===== config.mk =====
export PLATFORM = sky130hd
export DESIGN_NAME = string_hash_bucket_index_top
export DESIGN_NICKNAME = d
export VERILOG_FILES = /design/src/design/shbi_pkg.sv /design/src/design/string_hash_bucket_index_top.sv /design/src/design/shbi_ctrl.sv /design/src/design/shbi_dp.sv
export SDC_FILE = /design/constraint.sdc
export NUM_CORES = 1
export LEC_CHECK = 0
export BUFFER_PORTS_ARGS = -buffer_cell sky130_fd_sc_hd__buf_2
export CORE_MARGIN = 5
export CORE_UTILIZATION = 50
export CTS_CLUSTER_SIZE = 40
export DETAILED_ROUTE_END_ITERATION = 12
export PLACE_DENSITY = 0.68
export SLEW_MARGIN = 20
export SYNTH_ARGS = -nofsm -noshare
export SYNTH_HDL_FRONTEND = slang
export SYNTH_SLANG_ARGS = --single-unit

===== constraint.sdc =====
create_clock -name clk -period 15.2 [get_ports clk]
set_clock_uncertainty 0.1 [all_clocks]
set_input_delay 4.56 -clock clk [delete_from_list [all_inputs] [get_ports clk]]
set_output_delay 4.56 -clock clk [all_outputs]
set_load 0.01 [all_outputs]

===== src/design/shbi_pkg.sv =====
package shbi_pkg;

  // Hash and divisor widths
  localparam int HASH_W  = 64;
  localparam int DIV_W   = 32;
  localparam int BYTE_W  = 8;
  localparam int CNT_W   = $clog2(HASH_W);
  localparam int SHIFT_N = 5;

  localparam logic [HASH_W-1:0] HASH_SEED      = HASH_W'(5381);
  localparam logic [DIV_W-1:0]  BUCKET_RST     = DIV_W'(16);
  localparam logic [CNT_W-1:0]  DIV_LAST_STEP  = CNT_W'(HASH_W - 1);

  typedef enum logic [1:0] {
    ST_HASH,
    ST_DIV,
    ST_DONE
  } state_t;

  // Controller to datapath
  typedef struct packed {
    logic hash_en;    // mix an accepted non-last beat
    logic div_start;  // last beat: mix, latch hash, start the modulo
    logic div_step;   // one remainder step
    logic out_load;   // move the finished result to the output register
  } cmd_t;

  // Datapath to controller
  typedef struct packed {
    logic div_last;   // current step is the final one
    logic out_busy;   // output register holds a beat that is not taken now
  } sts_t;

  // One djb2 xor step; a zero byte leaves the hash alone
  function automatic logic [HASH_W-1:0] mix_byte(input logic [HASH_W-1:0] h,
                                                 input logic [BYTE_W-1:0] b);
    logic [HASH_W-1:0] t;
    t = (h << SHIFT_N) + h;
    if (b == '0) begin
      mix_byte = h;
    end else begin
      mix_byte = t ^ {{(HASH_W-BYTE_W){1'b0}}, b};
    end
  endfunction

endpackage


===== src/design/string_hash_bucket_index_top.sv =====
// djb2 (xor form) key hash with bucket select. Key bytes are taken one beat
// per cycle while the block hashes; a zero byte is not mixed in. On the beat
// marked last the 64-bit hash is latched and the block stalls its input
// while the bit-serial remainder unit works (one dividend bit a cycle) and
// until the output register is loaded, longer if the previous result is
// still held there. The result beat carries the hash and hash mod
// bucket_count; a bucket count of zero gives index 0. bucket_count resets
// to 16.
module string_hash_bucket_index_top (
  input  logic                          clk,
  input  logic                          rst_n,
  input  logic                          cfg_we,
  input  logic [shbi_pkg::DIV_W-1:0]    cfg_wdata,
  input  logic                          in_valid,
  output logic                          in_stall,
  input  logic [shbi_pkg::BYTE_W-1:0]   in_key_byte,
  input  logic                          in_last_byte,
  output logic                          out_valid,
  input  logic                          out_stall,
  output logic [shbi_pkg::HASH_W-1:0]   out_key_hash,
  output logic [shbi_pkg::DIV_W-1:0]    out_bucket_index
);
  import shbi_pkg::*;

  cmd_t cmd;
  sts_t sts;

  // Sequencer
  shbi_ctrl u_ctrl (
    .clk          (clk),
    .rst_n        (rst_n),
    .in_valid     (in_valid),
    .in_last_byte (in_last_byte),
    .in_stall     (in_stall),
    .sts          (sts),
    .cmd          (cmd)
  );

  // Hash, remainder unit and output register
  shbi_dp u_dp (
    .clk              (clk),
    .rst_n            (rst_n),
    .cfg_we           (cfg_we),
    .cfg_wdata        (cfg_wdata),
    .in_key_byte      (in_key_byte),
    .cmd              (cmd),
    .sts              (sts),
    .out_valid        (out_valid),
    .out_stall        (out_stall),
    .out_key_hash     (out_key_hash),
    .out_bucket_index (out_bucket_index)
  );

endmodule


===== src/design/shbi_ctrl.sv =====
module shbi_ctrl (
  input  logic          clk,
  input  logic          rst_n,
  input  logic          in_valid,
  input  logic          in_last_byte,
  output logic          in_stall,
  input  shbi_pkg::sts_t sts,
  output shbi_pkg::cmd_t cmd
);
  import shbi_pkg::*;

  state_t st_r, st_nxt;

  // State register
  always_ff @(posedge clk) begin
    if (!rst_n) begin
      st_r <= ST_HASH;
    end else begin
      st_r <= st_nxt;
    end
  end

  // Next state and commands; input is never stalled in ST_HASH
  always_comb begin
    st_nxt        = st_r;
    in_stall      = 1'b1;
    cmd           = '0;
    unique case (st_r)
      ST_HASH: begin
        in_stall = 1'b0;
        if (in_valid && in_last_byte) begin
          cmd.div_start = 1'b1;
          st_nxt        = ST_DIV;
        end else if (in_valid) begin
          cmd.hash_en = 1'b1;
        end
      end
      ST_DIV: begin
        cmd.div_step = 1'b1;
        if (sts.div_last) begin
          st_nxt = ST_DONE;
        end
      end
      ST_DONE: begin
        if (!sts.out_busy) begin
          cmd.out_load = 1'b1;
          st_nxt       = ST_HASH;
        end
      end
      default: st_nxt = ST_HASH;
    endcase
  end

endmodule


===== src/design/shbi_dp.sv =====
module shbi_dp (
  input  logic                          clk,
  input  logic                          rst_n,
  input  logic                          cfg_we,
  input  logic [shbi_pkg::DIV_W-1:0]    cfg_wdata,
  input  logic [shbi_pkg::BYTE_W-1:0]   in_key_byte,
  input  shbi_pkg::cmd_t                cmd,
  output shbi_pkg::sts_t                sts,
  output logic                          out_valid,
  input  logic                          out_stall,
  output logic [shbi_pkg::HASH_W-1:0]   out_key_hash,
  output logic [shbi_pkg::DIV_W-1:0]    out_bucket_index
);
  import shbi_pkg::*;

  logic [DIV_W-1:0]  bucket_count_r;
  logic [HASH_W-1:0] hash_r;
  logic [HASH_W-1:0] hash_mix;
  logic [HASH_W-1:0] key_hash_r;
  logic [HASH_W-1:0] dvd_r;
  logic [DIV_W-1:0]  div_r;
  logic [DIV_W-1:0]  rem_r, rem_nxt;
  logic [CNT_W-1:0]  cnt_r;
  logic [DIV_W:0]    trial;
  logic [DIV_W:0]    diff;
  logic              out_valid_r;
  logic [HASH_W-1:0] out_hash_r;
  logic [DIV_W-1:0]  out_idx_r;

  // Bucket count register
  always_ff @(posedge clk) begin
    if (!rst_n) begin
      bucket_count_r <= BUCKET_RST;
    end else if (cfg_we) begin
      bucket_count_r <= cfg_wdata;
    end
  end

  // Running hash
  assign hash_mix = mix_byte(hash_r, in_key_byte);

  always_ff @(posedge clk) begin
    if (!rst_n) begin
      hash_r <= HASH_SEED;
    end else if (cmd.div_start) begin
      hash_r <= HASH_SEED;
    end else if (cmd.hash_en) begin
      hash_r <= hash_mix;
    end
  end

  // Restoring remainder step, one dividend bit per cycle
  assign trial = {rem_r, dvd_r[HASH_W-1]};
  assign diff  = trial - {1'b0, div_r};
  assign rem_nxt = diff[DIV_W] ? trial[DIV_W-1:0] : diff[DIV_W-1:0];

  always_ff @(posedge clk) begin
    if (cmd.div_start) begin
      key_hash_r <= hash_mix;
      dvd_r      <= hash_mix;
      div_r      <= bucket_count_r;
      rem_r      <= '0;
      cnt_r      <= '0;
    end else if (cmd.div_step) begin
      dvd_r <= {dvd_r[HASH_W-2:0], 1'b0};
      rem_r <= rem_nxt;
      cnt_r <= cnt_r + CNT_W'(1);
    end
  end

  // Output register
  always_ff @(posedge clk) begin
    if (!rst_n) begin
      out_valid_r <= 1'b0;
    end else if (cmd.out_load) begin
      out_valid_r <= 1'b1;
    end else if (!out_stall) begin
      out_valid_r <= 1'b0;
    end
  end

  always_ff @(posedge clk) begin
    if (cmd.out_load) begin
      out_hash_r <= key_hash_r;
      out_idx_r  <= (div_r == '0) ? '0 : rem_r;
    end
  end

  assign sts.div_last  = (cnt_r == DIV_LAST_STEP);
  assign sts.out_busy  = out_valid_r && out_stall;

  assign out_valid        = out_valid_r;
  assign out_key_hash     = out_hash_r;
  assign out_bucket_index = out_idx_r;

endmodule


==> metrics.md <==
| Metric | Value |
|---|---|
| Slowest Stage Delay on Critical Path | `0.70 ns` |
| Distinct cell type count after synthesis | `77` |
| Global-route wire length before repair | `74.9 mm` |
| Synthesized Nets | `1994` |
| Leak Pwr | `9.08 nW` |
| Via count | `14200` |
| Hold Startpoint | `u_dp.key_hash_r[43]` |
| TritonCTS Buffers | `43` |
| Synthesized netlist cell count | `1855` |
| Initial antenna violation count | `1` |
| Register area share after synthesis | `53.1%` |
| # hold bufs at CTS | `0` |
| CP startpoint | `in_valid` |
| Post-CTS Setup Repair Bufs | `0` |
| Async set-reset flop share out of synthesis | `0%` |
| Worst-Skew Late Latency | `0.57 ns` |
| Top post-synthesis cells by area | `edfxtp_1 (39%), dfxtp_1 (14%), ha_1 (5.8%)` |
| Max Cap Viol | `0` |
| Mapped cell area | `19600 um2` |
| Area growth, synth to finish | `13.6%` |
| Largest net degree at the start of global routing | `105` |
| Tightest Hold Check Type | `flip-flop to flip-flop` |
| Worst setup EP type | `flip-flop` |
| Mean Syn Cell Area | `10.6 um2` |
| Status | `finished, final reports clean` |
| # resized after CTS | `0` |
| CTS Buffer Depth | `3` |
| Peak VDD IR | `0.0000791 V` |
| Utilization after layout | `57.5%` |
| Post-Route WL | `46.8 mm` |
| Slowest stage cell, crit path | `buf_4` |
| Congestion Overflow GR | `0` |
| Antenna Cells | `0` |
| Layout Nets | `2118` |
| Unrepaired setup endpoints after global routing | `no` |
| Least-Margin Pin Slew | `1.01 ns` |
| Global-route usage over all layers | `21.1%` |
| Post-DR wirelength/cell | `18.5 um` |
| Routed vias/inst | `5.59` |
| Total core area | `38700 um2` |
| CP arrival | `6.99 ns` |
| Final slew viol count | `0` |
| Site Rows | `72` |
| Setup TNS | `0 ns` |
| Type of origin of the critical path | `input port` |
| Post-synth EDFFs | `256` |
| Buf/Inv on CP | `5` |
| Top-count cell post-synth | `edfxtp_1` |
| Place WS | `7.66 ns` |
| Layout cell share with drive strength beyond 1 | `14.0%` |
| Synth cell count leaders | `edfxtp_1 (256), nand2_1 (244), dfxtp_1 (137), nor2_1 (120), a21oi_1 (117)` |
| FMAX | `145 MHz` |
| Req. time, crit path | `15.28 ns` |
| Die Y | `208 um` |
| Top_reg_cell synth | `edfxtp_1` |
| R2r startpoint | `u_dp.dvd_r[63]` |
| Placed Instance Area | `20800 um2` |
| Power Total | `2.99 mW` |
| Count of yosys warnings during synthesis | `0` |
| Fillers | `3380` |
| Fin. Hold Viols | `0` |
| Yosys reg bits | `393` |
| CP Max Fanout | `104` |
| Max_slew headroom | `32.6%` |
| Violation count after the first detailed-route iteration | `1122` |
| Crit-path cells | `buf_2, and2_1, nand2_2, inv_6, nor2_2, buf_4, inv_2, buf_4` |
| Post-DP HPWL | `31.9 mm` |
| Cell Pwr Density | `134 nW/um2` |
| Dominant cell type by area after synthesis | `edfxtp_1` |
| Final worst-path cycle share | `45.4%` |
| Reg clk slew, reported paths | `0.06 ns` |
| Die span in x | `208 um` |
| Period minus WS final | `6.91 ns` |
| Final WS setup | `8.29 ns` |
| Post-route cell area | `22300 um2` |
| Crit Path Category | `input port to flip-flop` |
| Sink Count | `393` |
| Cell mode on critical path | `buf_4` |
| Final Wtd Congestion | `0.920` |
| Die Area | `43300 um2` |
| Count of input and output buffers | `143` |
| Remaining DRCs | `0` |
| Fraction of post-synthesis cell area in the top cell type by area | `39.2%` |
| Clock tree root driver cell | `clkbuf_16` |
| Count of endpoints failing setup in the final report | `0` |
| CTS H-tree depth | `2` |
| Drt pass-1 iters | `5` |
| CTS tree | `done` |
| CP top delay family | `buffers and inverters` |
| Detail Route Antenna Nets | `0` |
| Starting density of the core | `50.7%` |
| Vias in the first global route | `13900` |
| Io pins | `144` |
worst paths after layout:
kind | end | slack [ns] | cells past startpoint
setup / recovery | u_dp.dvd_r[33] | 8.29 | 8
setup reg to reg | u_dp.rem_r[0] | 10.79 | 16
hold reg to reg | u_dp.out_key_hash[43] | 0.32 | 0
hold / removal | u_dp.out_key_hash[43] | 0.32 | 0
layout by cell type (no fill, tap or decap), drive strengths merged, types with 14 or more instances in the layout:
master / synthesis / routed
edfxtp: 256 / 256
nand2: 245 / 245
buf: 14 / 157
dfxtp: 137 / 137
o21ai: 121 / 121
nor2: 120 / 120
a21oi: 117 / 117
nor2b: 101 / 101
ha: 91 / 91
mux2i: 67 / 67
inv: 65 / 65
xnor2: 60 / 60
clkbuf: 64 / 60
a21o: 38 / 38
xor2: 38 / 38
mux2: 31 / 31
a22oi: 27 / 27
nand3: 23 / 23
nand4: 20 / 20
and2: 18 / 18
a31oi: 18 / 18
nand2b: 16 / 16
a22o: 15 / 15
o21bai: 14 / 14
nor3: 14 / 14
power breakdown:
group / switching [mW] / internal (mW)
Clock: 0.427 / 0.656
Sequential: 0.0605 / 1.24
Combinational: 0.334 / 0.265
Total: 0.822 / 2.16
kinds of logic after synthesis:
family	share of synthesized area [%]
fa+ha+maj	6.00
flops	53.1
buf+inv	2.88
compound gates	14.0
mux	5.23
xor+xnor	4.37
simple gates	14.4
sequential cells by signal, summed over array words and instances, names as in the netlist:
name and count:
u_dp.rem_r 32, u_dp.key_hash_r 64, u_dp.out_key_hash 64, u_ctrl.st_r 2, u_dp.div_r 32, u_dp.out_bucket_index 32
u_dp.cnt_r 6, u_dp.bucket_count_r 32, u_dp.hash_r 64, u_dp.out_valid 1, u_dp.dvd_r 64
stage by stage:
stage	hold WS, ns	instances
2_1_floorplan	0.300	1855
3_3_place_gp	0.306	2452
3_5_place_dp	0.305	2452
4_1_cts	0.319	2531
5_1_grt	0.321	2531
6_report	0.318	2531
routing by layer:
| layer | track usage [%] | up-vias | wire [um] |
|---|---|---|---|
| met1 | 29.1 | 6776 | 21400 |
| met4 | 6.93 | 2 | 1290 |
| met5 | 0 | - | 13 |
| met3 | 3.37 | 88 | 2450 |
| met2 | 34.4 | 358 | 21600 |
| li1 | - | 6931 | - |
worst reg2reg max path: stages, from the launching register on:
cell,delay (ns)
edfxtp_1,0.38
inv_1,0.10
ha_1,0.16
inv_1,0.05
fa_1,0.40
a21o_1,0.21
a31oi_1,0.17
o21ai_1,0.18
nand3_1,0.16
a41o_1,0.29
o21ai_2,0.13
a31oi_1,0.42
nand4b_1,0.24
o211ai_4,0.33
buf_4,0.46
mux2_2,0.39
o21ai_0,0.14
cell type report:
cell class	instances	area, um2	share of cell area, %
sequential	393	10400	46.8
multi-input combinational	1318	8670	38.9
clock buffer	60	1200	5.39
timing repair buffer	157	821	3.68
tap	518	648	2.91
clock inverter	19	268	1.20
inverter	66	253	1.13
(Power assumes the default switching activity.)
